===== src/rtl/lds_pkg.sv =====
// package: shared types, codes and constants for the two-wire led display sender
`timescale 1ns / 1ps
`default_nettype none
package lds_pkg;

    localparam int unsigned DIGITS = 4;

    localparam logic [7:0] CMD_DATA_SET    = 8'h40;
    localparam logic [7:0] CMD_ADDRESS     = 8'hC0;
    localparam logic [7:0] CMD_DISPLAY     = 8'h80;
    localparam logic [3:0] MAX_LEVEL       = 4'd7;
    localparam logic [7:0] ACK_TIMEOUT_RST = 8'd16;

    // operation codes
    localparam logic [1:0] OP_TICK  = 2'd0;
    localparam logic [1:0] OP_SHOW  = 2'd1;
    localparam logic [1:0] OP_CLEAR = 2'd2;

    // status codes
    localparam logic [1:0] STAT_OK      = 2'd0;
    localparam logic [1:0] STAT_BRIGHT  = 2'd1;
    localparam logic [1:0] STAT_TIMEOUT = 2'd2;

    // byte positions within one display sequence
    localparam logic [2:0] POS_DATA_SET  = 3'd0;
    localparam logic [2:0] POS_ADDRESS   = 3'd1;
    localparam logic [2:0] POS_DIGIT_LO  = 3'd2;
    localparam logic [2:0] POS_DIGIT_HI  = 3'd5;
    localparam logic [2:0] POS_LAST_DIG  = 3'd4;
    localparam logic [2:0] POS_DISPLAY   = 3'd6;
    localparam logic [2:0] BIT_LAST      = 3'd7;

    typedef enum logic [4:0] {
        ST_IDLE   = 5'd0,
        ST_START0 = 5'd1,
        ST_START1 = 5'd2,
        ST_START2 = 5'd3,
        ST_START3 = 5'd4,
        ST_BIT0   = 5'd5,
        ST_BIT1   = 5'd6,
        ST_BIT2   = 5'd7,
        ST_ACK0   = 5'd8,
        ST_ACK1   = 5'd9,
        ST_ACK2   = 5'd10,
        ST_WAIT   = 5'd11,
        ST_STOP0  = 5'd12,
        ST_STOP1  = 5'd13,
        ST_STOP2  = 5'd14,
        ST_STOP3  = 5'd15
    } t_step;

    typedef struct packed {
        logic [1:0] operation;
        logic [7:0] digit_0;
        logic [7:0] digit_1;
        logic [7:0] digit_2;
        logic [7:0] digit_3;
        logic [3:0] brightness;
        logic       dio_sense;
    } t_item;

    typedef struct packed {
        logic       clk_level;
        logic       dio_level;
        logic       dio_drive;
        logic       busy_res;
        logic [1:0] status;
        logic       frame_done;
    } t_result;

    // byte sent at a given position of the sequence
    function automatic logic [7:0] byte_for(input logic [2:0] pos, input logic [7:0] digit,
                                            input logic [3:0] level);
        logic [7:0] b;
        if (pos == POS_DATA_SET) begin
            b = CMD_DATA_SET;
        end else if (pos == POS_ADDRESS) begin
            b = CMD_ADDRESS;
        end else if (pos >= POS_DIGIT_LO && pos <= POS_DIGIT_HI) begin
            b = digit;
        end else begin
            b = CMD_DISPLAY | {4'd0, level};
        end
        return b;
    endfunction

endpackage
`default_nettype wire


===== src/rtl/lds_if.sv =====
// interfaces: request, result and configuration channels
`timescale 1ns / 1ps
`default_nettype none
interface lds_in_if;
    logic       valid;
    logic       ready;
    logic [1:0] operation;
    logic [7:0] digit_0;
    logic [7:0] digit_1;
    logic [7:0] digit_2;
    logic [7:0] digit_3;
    logic [3:0] brightness;
    logic       dio_sense;

    modport source (output valid, operation, digit_0, digit_1, digit_2, digit_3,
                    brightness, dio_sense, input ready);
    modport sink (input valid, operation, digit_0, digit_1, digit_2, digit_3,
                  brightness, dio_sense, output ready);
endinterface

interface lds_out_if;
    logic       valid;
    logic       ready;
    logic       clk_level;
    logic       dio_level;
    logic       dio_drive;
    logic       busy_res;
    logic [1:0] status;
    logic       frame_done;

    modport source (output valid, clk_level, dio_level, dio_drive, busy_res, status,
                    frame_done, input ready);
    modport sink (input valid, clk_level, dio_level, dio_drive, busy_res, status,
                  frame_done, output ready);
endinterface

interface lds_cfg_if;
    logic       valid;
    logic       ready;
    logic [7:0] data;

    modport source (output valid, data, input ready);
    modport sink (input valid, data, output ready);
endinterface
`default_nettype wire


===== src/rtl/lds_seq.sv =====
// pin sequencer: state registers and one pin step per accepted tick request
`timescale 1ns / 1ps
`default_nettype none
module lds_seq (
    input  wire logic            i_clk,
    input  wire logic            i_rst_n,
    input  wire logic            i_accept,
    input  wire lds_pkg::t_item  i_item,
    input  wire logic [7:0]      i_ack_timeout,
    output lds_pkg::t_result     o_result
);
    import lds_pkg::*;

    t_step      r_step, n_step;
    logic [2:0] r_bit_pos, n_bit_pos;
    logic [2:0] r_byte_pos, n_byte_pos;
    logic [7:0] r_shift, n_shift;
    logic [7:0] r_digit [DIGITS];
    logic [7:0] n_digit [DIGITS];
    logic [3:0] r_level, n_level;
    logic [7:0] r_wait, n_wait;
    logic       r_clk_pin, n_clk_pin;
    logic       r_dio_pin, n_dio_pin;
    logic       r_drive, n_drive;
    logic [1:0] r_status, n_status;

    logic [2:0] w_load_pos;
    logic [1:0] w_dig_idx;
    logic [7:0] w_load_byte;
    logic [7:0] w_wait_inc;
    logic [7:0] w_limit;
    logic       w_ack_done;
    logic       w_frame_done;

    // byte to load: current position after start, next position after an ack
    assign w_load_pos  = (r_step == ST_WAIT) ? r_byte_pos + 3'd1 : r_byte_pos;
    assign w_dig_idx   = w_load_pos[1:0] - POS_DIGIT_LO[1:0];
    assign w_load_byte = byte_for(w_load_pos, r_digit[w_dig_idx], r_level);
    assign w_wait_inc  = r_wait + 8'd1;
    assign w_limit     = (i_ack_timeout == 8'd0) ? 8'd1 : i_ack_timeout;

    always_ff @(posedge i_clk) begin
        if (!i_rst_n) begin
            r_step     <= ST_IDLE;
            r_bit_pos  <= '0;
            r_byte_pos <= '0;
            r_shift    <= '0;
            r_level    <= '0;
            r_wait     <= '0;
            r_clk_pin  <= 1'b1;
            r_dio_pin  <= 1'b1;
            r_drive    <= 1'b1;
            r_status   <= STAT_OK;
        end else begin
            r_step     <= n_step;
            r_bit_pos  <= n_bit_pos;
            r_byte_pos <= n_byte_pos;
            r_shift    <= n_shift;
            r_level    <= n_level;
            r_wait     <= n_wait;
            r_clk_pin  <= n_clk_pin;
            r_dio_pin  <= n_dio_pin;
            r_drive    <= n_drive;
            r_status   <= n_status;
        end
    end

    // digit store is always loaded by a request before it is read
    always_ff @(posedge i_clk) begin
        r_digit <= n_digit;
    end

    always_comb begin
        n_step       = r_step;
        n_bit_pos    = r_bit_pos;
        n_byte_pos   = r_byte_pos;
        n_shift      = r_shift;
        n_digit      = r_digit;
        n_level      = r_level;
        n_wait       = r_wait;
        n_clk_pin    = r_clk_pin;
        n_dio_pin    = r_dio_pin;
        n_drive      = r_drive;
        n_status     = r_status;
        w_ack_done   = 1'b0;
        w_frame_done = 1'b0;

        if (i_accept) begin
            case (i_item.operation) inside
                OP_TICK: begin
                    unique case (r_step)
                        ST_IDLE: begin
                        end
                        ST_START0: begin
                            n_drive   = 1'b1;
                            n_clk_pin = 1'b1;
                            n_step    = ST_START1;
                        end
                        ST_START1: begin
                            n_drive   = 1'b1;
                            n_dio_pin = 1'b1;
                            n_step    = ST_START2;
                        end
                        ST_START2: begin
                            n_drive   = 1'b1;
                            n_dio_pin = 1'b0;
                            n_step    = ST_START3;
                        end
                        ST_START3: begin
                            n_drive   = 1'b1;
                            n_clk_pin = 1'b0;
                            n_shift   = w_load_byte;
                            n_bit_pos = '0;
                            n_step    = ST_BIT0;
                        end
                        ST_BIT0: begin
                            n_clk_pin = 1'b0;
                            n_step    = ST_BIT1;
                        end
                        ST_BIT1: begin
                            n_drive   = 1'b1;
                            n_dio_pin = r_shift[r_bit_pos];
                            n_step    = ST_BIT2;
                        end
                        ST_BIT2: begin
                            n_clk_pin = 1'b1;
                            if (r_bit_pos == BIT_LAST) begin
                                n_bit_pos = '0;
                                n_step    = ST_ACK0;
                            end else begin
                                n_bit_pos = r_bit_pos + 3'd1;
                                n_step    = ST_BIT0;
                            end
                        end
                        ST_ACK0: begin
                            n_clk_pin = 1'b0;
                            n_drive   = 1'b0;
                            n_step    = ST_ACK1;
                        end
                        ST_ACK1: begin
                            n_clk_pin = 1'b1;
                            n_step    = ST_ACK2;
                        end
                        ST_ACK2: begin
                            n_clk_pin = 1'b0;
                            n_wait    = '0;
                            n_step    = ST_WAIT;
                        end
                        ST_WAIT: begin
                            if (!i_item.dio_sense) begin
                                w_ack_done = 1'b1;
                            end else begin
                                n_wait = w_wait_inc;
                                if (w_wait_inc >= w_limit) begin
                                    n_status   = STAT_TIMEOUT;
                                    w_ack_done = 1'b1;
                                end
                            end
                            if (w_ack_done) begin
                                n_wait    = '0;
                                n_drive   = 1'b1;
                                n_dio_pin = 1'b0;
                                // address and first three digits chain straight on
                                if (r_byte_pos >= POS_ADDRESS && r_byte_pos <= POS_LAST_DIG) begin
                                    n_byte_pos = w_load_pos;
                                    n_shift    = w_load_byte;
                                    n_bit_pos  = '0;
                                    n_step     = ST_BIT0;
                                end else begin
                                    n_step = ST_STOP0;
                                end
                            end
                        end
                        ST_STOP0: begin
                            n_drive   = 1'b1;
                            n_clk_pin = 1'b0;
                            n_step    = ST_STOP1;
                        end
                        ST_STOP1: begin
                            n_drive   = 1'b1;
                            n_dio_pin = 1'b0;
                            n_step    = ST_STOP2;
                        end
                        ST_STOP2: begin
                            n_drive   = 1'b1;
                            n_clk_pin = 1'b1;
                            n_step    = ST_STOP3;
                        end
                        ST_STOP3: begin
                            n_drive   = 1'b1;
                            n_dio_pin = 1'b1;
                            if (r_byte_pos >= POS_DISPLAY) begin
                                n_step       = ST_IDLE;
                                n_byte_pos   = '0;
                                w_frame_done = 1'b1;
                            end else begin
                                n_byte_pos = r_byte_pos + 3'd1;
                                n_step     = ST_START0;
                            end
                        end
                        default: begin
                            n_step = ST_IDLE;
                        end
                    endcase
                end
                OP_SHOW, OP_CLEAR: begin
                    if (r_step == ST_IDLE) begin
                        if (i_item.operation == OP_SHOW && i_item.brightness > MAX_LEVEL) begin
                            n_status = STAT_BRIGHT;
                        end else begin
                            if (i_item.operation == OP_SHOW) begin
                                n_digit[0] = i_item.digit_0;
                                n_digit[1] = i_item.digit_1;
                                n_digit[2] = i_item.digit_2;
                                n_digit[3] = i_item.digit_3;
                                n_level    = {1'b1, i_item.brightness[2:0]};
                            end else begin
                                for (int i = 0; i < DIGITS; i++) begin
                                    n_digit[i] = '0;
                                end
                                n_level = '0;
                            end
                            n_status   = STAT_OK;
                            n_byte_pos = '0;
                            n_bit_pos  = '0;
                            n_wait     = '0;
                            n_step     = ST_START0;
                        end
                    end
                end
                default: begin
                end
            endcase
        end

        o_result.clk_level  = n_clk_pin;
        o_result.dio_level  = n_dio_pin;
        o_result.dio_drive  = n_drive;
        o_result.busy_res   = (n_step != ST_IDLE);
        o_result.status     = n_status;
        o_result.frame_done = w_frame_done;
    end

endmodule
`default_nettype wire


===== src/rtl/led_display_two_wire_sender_top.sv =====
// top level: two-wire led display sender with result register and config register
// latency: a request's result is valid in the cycle after it is accepted
// throughput: one request per cycle while results are taken; the single result register frees as it is taken
// each tick request moves the pins one step through the pin sequencer in one pass
// reset (synchronous, active low): sequencer idle, pins clock and data high and driven,
// status ok, no result pending, acknowledge timeout 16
`timescale 1ns / 1ps
`default_nettype none
module led_display_two_wire_sender_top (
    input  wire logic i_clk,
    input  wire logic i_rst_n,
    lds_in_if.sink    i_req,
    lds_out_if.source o_res,
    lds_cfg_if.sink   i_cfg
);
    import lds_pkg::*;

    logic       r_out_valid;
    t_result    r_out;
    logic [7:0] r_ack_timeout;

    logic       w_in_ready;
    logic       w_accept;
    t_item      w_item;
    t_result    w_result;

    // result register: a new request goes in whenever the slot is empty or being taken
    assign w_in_ready  = !r_out_valid || o_res.ready;
    assign w_accept    = i_req.valid && w_in_ready;
    assign i_req.ready = w_in_ready;

    // configuration is taken at any time
    assign i_cfg.ready = 1'b1;

    assign w_item = {i_req.operation, i_req.digit_0, i_req.digit_1, i_req.digit_2,
                     i_req.digit_3, i_req.brightness, i_req.dio_sense};

    // pin sequencer, steps only on an accepted request
    lds_seq u_seq (
        .i_clk         (i_clk),
        .i_rst_n       (i_rst_n),
        .i_accept      (w_accept),
        .i_item        (w_item),
        .i_ack_timeout (r_ack_timeout),
        .o_result      (w_result)
    );

    // acknowledge timeout register
    always_ff @(posedge i_clk) begin
        if (!i_rst_n) begin
            r_ack_timeout <= ACK_TIMEOUT_RST;
        end else if (i_cfg.valid && i_cfg.ready) begin
            r_ack_timeout <= i_cfg.data;
        end
    end

    // result valid flag
    always_ff @(posedge i_clk) begin
        if (!i_rst_n) begin
            r_out_valid <= 1'b0;
        end else if (w_accept) begin
            r_out_valid <= 1'b1;
        end else if (o_res.ready) begin
            r_out_valid <= 1'b0;
        end
    end

    // result payload, no reset needed
    always_ff @(posedge i_clk) begin
        if (w_accept) begin
            r_out <= w_result;
        end
    end

    assign o_res.valid      = r_out_valid;
    assign o_res.clk_level  = r_out.clk_level;
    assign o_res.dio_level  = r_out.dio_level;
    assign o_res.dio_drive  = r_out.dio_drive;
    assign o_res.busy_res   = r_out.busy_res;
    assign o_res.status     = r_out.status;
    assign o_res.frame_done = r_out.frame_done;

    // a finished sequence leaves the sender idle
    a_done_idle: assert property (@(posedge i_clk) disable iff (!i_rst_n)
        r_out_valid && r_out.frame_done |-> !r_out.busy_res)
        else $error("frame_done while still busy");

    // the data pin is only released inside a transfer
    a_release_busy: assert property (@(posedge i_clk) disable iff (!i_rst_n)
        r_out_valid && !r_out.dio_drive |-> r_out.busy_res)
        else $error("data pin released while idle");

    // a stalled result blocks new requests
    a_stall_blocks: assert property (@(posedge i_clk) disable iff (!i_rst_n)
        r_out_valid && !o_res.ready |-> !i_req.ready)
        else $error("request taken while result stalled");

    // an accepted request makes its result valid in the next cycle
    a_result_follows: assert property (@(posedge i_clk) disable iff (!i_rst_n)
        w_accept |=> r_out_valid)
        else $error("accepted request produced no result");

endmodule
`default_nettype wire


===== src/flat_wrapper.sv =====
// flat-port wrapper written by rule: the top's interface ports become plain ports
module led_display_two_wire_sender_top_flat import lds_pkg::*;
  (i_clk, i_rst_n, i_req_valid, i_req_operation, i_req_digit_0, i_req_digit_1, i_req_digit_2, i_req_digit_3, i_req_brightness, i_req_dio_sense, i_req_ready, o_res_valid, o_res_clk_level, o_res_dio_level, o_res_dio_drive, o_res_busy_res, o_res_status, o_res_frame_done, o_res_ready, i_cfg_valid, i_cfg_data, i_cfg_ready);
  lds_in_if i_req_i ();
  lds_out_if o_res_i ();
  lds_cfg_if i_cfg_i ();
  input  wire logic i_clk;
  input  wire logic i_rst_n;
  input wire logic [$bits(i_req_i.valid)-1:0] i_req_valid;
  input wire logic [$bits(i_req_i.operation)-1:0] i_req_operation;
  input wire logic [$bits(i_req_i.digit_0)-1:0] i_req_digit_0;
  input wire logic [$bits(i_req_i.digit_1)-1:0] i_req_digit_1;
  input wire logic [$bits(i_req_i.digit_2)-1:0] i_req_digit_2;
  input wire logic [$bits(i_req_i.digit_3)-1:0] i_req_digit_3;
  input wire logic [$bits(i_req_i.brightness)-1:0] i_req_brightness;
  input wire logic [$bits(i_req_i.dio_sense)-1:0] i_req_dio_sense;
  output wire logic [$bits(i_req_i.ready)-1:0] i_req_ready;
  output wire logic [$bits(o_res_i.valid)-1:0] o_res_valid;
  output wire logic [$bits(o_res_i.clk_level)-1:0] o_res_clk_level;
  output wire logic [$bits(o_res_i.dio_level)-1:0] o_res_dio_level;
  output wire logic [$bits(o_res_i.dio_drive)-1:0] o_res_dio_drive;
  output wire logic [$bits(o_res_i.busy_res)-1:0] o_res_busy_res;
  output wire logic [$bits(o_res_i.status)-1:0] o_res_status;
  output wire logic [$bits(o_res_i.frame_done)-1:0] o_res_frame_done;
  input wire logic [$bits(o_res_i.ready)-1:0] o_res_ready;
  input wire logic [$bits(i_cfg_i.valid)-1:0] i_cfg_valid;
  input wire logic [$bits(i_cfg_i.data)-1:0] i_cfg_data;
  output wire logic [$bits(i_cfg_i.ready)-1:0] i_cfg_ready;
  assign i_req_i.valid = i_req_valid;
  assign i_req_i.operation = i_req_operation;
  assign i_req_i.digit_0 = i_req_digit_0;
  assign i_req_i.digit_1 = i_req_digit_1;
  assign i_req_i.digit_2 = i_req_digit_2;
  assign i_req_i.digit_3 = i_req_digit_3;
  assign i_req_i.brightness = i_req_brightness;
  assign i_req_i.dio_sense = i_req_dio_sense;
  assign i_req_ready = i_req_i.ready;
  assign o_res_valid = o_res_i.valid;
  assign o_res_clk_level = o_res_i.clk_level;
  assign o_res_dio_level = o_res_i.dio_level;
  assign o_res_dio_drive = o_res_i.dio_drive;
  assign o_res_busy_res = o_res_i.busy_res;
  assign o_res_status = o_res_i.status;
  assign o_res_frame_done = o_res_i.frame_done;
  assign o_res_i.ready = o_res_ready;
  assign i_cfg_i.valid = i_cfg_valid;
  assign i_cfg_i.data = i_cfg_data;
  assign i_cfg_ready = i_cfg_i.ready;
  led_display_two_wire_sender_top u_core (.i_clk(i_clk), .i_rst_n(i_rst_n), .i_req(i_req_i), .o_res(o_res_i), .i_cfg(i_cfg_i));
endmodule

===== config.mk =====
export PLATFORM = sky130hd
export DESIGN_NAME = led_display_two_wire_sender_top_flat
export DESIGN_NICKNAME = d
export VERILOG_FILES = /design/src/rtl/lds_pkg.sv /design/src/rtl/lds_if.sv /design/src/rtl/lds_seq.sv /design/src/rtl/led_display_two_wire_sender_top.sv /design/src/flat_wrapper.sv
export SDC_FILE = /design/constraint.sdc
export NUM_CORES = 1
export LEC_CHECK = 0
export BUFFER_PORTS_ARGS = -buffer_cell sky130_fd_sc_hd__buf_2
export CAP_MARGIN = 20
export CORE_MARGIN = 4
export CORE_UTILIZATION = 58
export CTS_BUF_LIST = sky130_fd_sc_hd__clkbuf_16
export DETAILED_ROUTE_END_ITERATION = 10
export PLACE_DENSITY = 0.77
export SLEW_MARGIN = 20
export SYNTH_ARGS = -nofsm -noshare
export SYNTH_HDL_FRONTEND = slang
export SYNTH_HIERARCHICAL = 1
export SYNTH_SLANG_ARGS = --single-unit

===== constraint.sdc =====
create_clock -name i_clk -period 6.56 [get_ports i_clk]
set_clock_uncertainty 0.05 [all_clocks]
set_input_delay 0.984 -clock i_clk [delete_from_list [all_inputs] [get_ports i_clk]]
set_output_delay 0.984 -clock i_clk [all_outputs]
set_load 0.01 [all_outputs]

==> reports/results.txt <==
The run finished with clean final reports. The total area inside the core boundary comes to 0.007848 mm^2. The logs give 0 for the quantity of gates resized following cts and 3 for the count of H-tree levels built during CTS.

VDD sags by at most 0.0001455 V. In this run the worst hold path is classified as reg2reg. The die area came out at 0.009705 mm^2. The run gives 0.3299 as the worst relative slew slack. Clock tree synthesis selected as its root buffer the cell sky130_fd_sc_hd__clkbuf_16. The number of storage elements in the synthesis netlist is 84. The final route contains 3913 vias. The ratio of final minimum period to clock period was 0.5311. Sequential share of power: 0.506.

The switching portion of total power works out to 0.2416. The worst setup path is of the in2reg kind. The I/O pin total was 62. Setup repair after global routing left no endpoint under its margin.

The area share of the leading cell type in the synthesized netlist came out at 0.2464. The worst setup path is captured at a flip-flop. Entering global routing, the biggest net connects 39 pins.

The cell internal power dissipation is 863.3 uW, and the transition at the pin with the smallest max-transition slack is 1.002 ns. Yosys printed 6 warnings. TritonCTS built the clock tree.

The number of nets handed over by synthesis was 577. 0 antenna diodes ended up in the layout. After clock tree synthesis, the flow added hold-fix buffers numbering 0. In the synthesized netlist, the number of instances is 508. The global-route track usage on met2 was 0.3843. The average size of a mapped cell is 9.354 um^2. The detailed placer's ending HPWL came out at 7742 um.

The leading cell type by number of instances after synthesis is sky130_fd_sc_hd__dfxtp_1. The logs give 1.138 mW for the overall power after layout and 0.005318 mm^2 for the cell area after layout. The area of the mapped netlist is 0.004752 mm^2, and the die span in x is 98.52 um. The combinational cell fraction of total power was 0.074; the number of vias per cell was 5.983.

The number of port buffers was 60. After global routing the overflow that remains totals 0. The iteration count of the initial detailed-routing pass is 5, and the buffers inserted during post-CTS setup optimization is 0.

The share of async-settable or async-resettable flops after synthesis was 0; the sink count of the clock tree was 84. The analysis attributes to cell leakage a power of 2.059 nW. For the first-iteration detailed-routing DRC count, the log shows 283. STA classifies the critical path startpoint as an input port.

Global-route track usage on met3: 0.03892. After global routing, the most crowded layer is met2. The sequential area share after synthesis was 0.4360; the initial antenna violation count was 0.

Max-cap violations in this run came to 0. Hold timing on the final database bottoms out at a slack of 0.4152 ns. Final-report hold violation count: 0. The netlist uses 66 different library cells. The die height works out to 98.52 um.

The worst endpoint required time is 6.75 ns. The number of nets in the layout is 616, and the final estimated routing congestion in global placement is 0.9405. Relative to the synthesized area, the layout overhead comes to 11.90%. The critical path data arrival time is 3.67 ns, and the total CTS buffers is 9.

The run gives 0 as the final routed DRC violation total. The number of pins exceeding their max-slew limit in the final report came out at 0. The run gives 0.2296 as the total global routing track utilization. The tools report the total length of routed wires as 10610 um.

Number of global-route vias before repair: 3852. The tools report the cell row count as 32. The first global-routing pass estimated 18330 um of wire. Clock-pin slew was measured on the worst setup and hold paths at 0.06 ns. In this run the worst path has a maximum fanout of 12. Clock share of power: 0.420. Yosys mapped a number of flops with a built-in enable equal to 39. For the starting density of the core, the log shows 0.6055. In the final timing run, aggregate negative setup slack is 0 ns. The maximum root-to-sink buffer count came out at 2. The placed instance area was 0.005031 mm^2. The net switching power was 275.0 uW; the power density of the placed cells was 214.1 mW/mm^2.

Clock latency on the worst-skew pair, taken at its later pin, is 0.34 ns. By count the netlist is led by sky130_fd_sc_hd__dfxtp_1 (45), sky130_fd_sc_hd__and2_1 (41), sky130_fd_sc_hd__edfxtp_1 (39). Setup violations remaining at the end of the flow were counted as 0. Cell type contributing the most total cell area after synthesis: sky130_fd_sc_hd__edfxtp_1.

Timing would allow up to 287.0 MHz. The flip-flop cell with the highest count after synthesis was sky130_fd_sc_hd__dfxtp_1. The share of cells above drive strength 1 was 0.1558; the average wire length per cell after detail routing was 16.23 um.

Yosys attributes the largest share of cell area to sky130_fd_sc_hd__edfxtp_1 (25%), sky130_fd_sc_hd__dfxtp_1 (19%), sky130_fd_sc_hd__mux2i_1 (5.5%), sky130_fd_sc_hd__and2_1 (5.4%), sky130_fd_sc_hd__ha_1 (4.5%). For the met1 demand-to-capacity share in global routing, the log shows 0.3092. After layout, the minimum clock period comes to 3.484 ns. The tools report the count of nets left with antenna violations after detail routing as 0.
worst max-delay path: stages:
cell and delay (ns):
sky130_fd_sc_hd__buf_2 0.07, sky130_fd_sc_hd__nand2b_1 0.12, sky130_fd_sc_hd__and2_1 0.45, sky130_fd_sc_hd__nand2_1 0.35
sky130_fd_sc_hd__nor2_1 0.38, sky130_fd_sc_hd__a21boi_1 0.26, sky130_fd_sc_hd__a21boi_1 0.70, sky130_fd_sc_hd__nand2_1 0.11
sky130_fd_sc_hd__o32ai_1 0.24
sequential cells by signal, indices dropped and copies added, names as in the netlist, 2 cells and up:
| name | flops |
|---|---|
| u_core/u_seq/r_shift | 8 |
| u_core/u_seq/r_status | 2 |
| u_core/u_seq/r_wait | 8 |
| u_core/o_res.status | 2 |
| u_core/u_seq/r_digit | 32 |
| u_core/u_seq/r_byte_pos | 3 |
| u_core/u_seq/r_level | 4 |
| u_core/u_seq/r_step | 5 |
| u_core/r_ack_timeout | 8 |
| u_core/u_seq/r_bit_pos | 3 |
power groups by stage:
stage,Sequential [mW],Clock (mW),Combinational (mW)
floorplan,0.584,0,0.0548
global placement,0.587,0,0.0810
detailed placement,0.587,0,0.0842
CTS,0.576,0.484,0.0847
global route,0.578,0.512,0.0949
finish,0.576,0.478,0.0845
worst paths after layout:
| path | start | end | slack [ns] | depth (start not counted) |
|---|---|---|---|---|
| max | o_res_ready | u_core/u_seq/r_shift[6] | 3.08 | 9 |
| min | u_core/u_seq/r_level[0] | u_core/u_seq/r_level[0] | 0.42 | 2 |
| max reg2reg | u_core/u_seq/r_wait[0] | u_core/u_seq/r_wait[3] | 3.42 | 11 |
| min reg2reg | u_core/u_seq/r_level[0] | u_core/u_seq/r_level[0] | 0.42 | 2 |
logic make-up (layout without fill, tap and decap cells):
| family | after synthesis | after routing | share of synthesized area |
|---|---|---|---|
| adders and majority gates | 17 | 17 | 0.04476 |
| buffers and inverters | 54 | 98 | 0.05029 |
| AOI/OAI and AO/OA | 118 | 118 | 0.1646 |
| xor gates and xnor gates | 8 | 8 | 0.01474 |
| other | 1 | 1 | 0.0007891 |
| DFF | 84 | 84 | 0.4360 |
| muxes | 32 | 32 | 0.07372 |
| and+or+nand+nor | 194 | 194 | 0.2151 |
layer usage:
metal	vias to the layer above	wire length [um]
li1	1909	-
met1	1822	4664
met2	168	5081
met3	14	731
met4	0	136
met5	-	0
placed cells by master, fill, tap and decap left out, drive strengths merged, types with 3 or more instances in the layout:
cell type,Yosys,final
a211oi,3,3
and3,4,4
a21o,3,3
clkbuf,19,9
a21boi,3,3
nand3,14,14
nor3,11,11
o211ai,5,5
dfxtp,45,45
o311a,3,3
buf,15,62
clkinvlp,0,4
or3,4,4
nand2,38,38
inv,19,21
xor2,4,4
a21oi,32,32
mux2,4,4
nand2b,13,13
o21ai,25,25
and2,41,41
edfxtp,39,39
nor4,3,3
nor2b,13,13
mux2i,26,26
xnor2,4,4
o21a,7,7
ha,17,17
nand3b,3,3
a31oi,5,5
nand4,7,7
nor2,34,34
a22oi,5,5
final cells by class:
class / instances / area (um^2)
Clock buffer: 9 / 225.2
Clock inverter: 7 / 58.81
Fill cell: 645 / 2530
Inverter: 20 / 75.07
Multi-Input combinational cell: 370 / 2444
Sequential cell: 84 / 2072
Tap cell: 102 / 127.6
Timing Repair Buffer: 62 / 315.3
stage by stage:
stage,instances,worst slack [ns],util
floorplan,508,3.140,-
global placement,638,2.955,0.6411
detailed placement,638,2.755,0.6411
CTS,654,3.123,0.6773
global route,654,2.645,0.6776
finish,654,3.076,0.6776
Power figures use the tool's default switching activity.
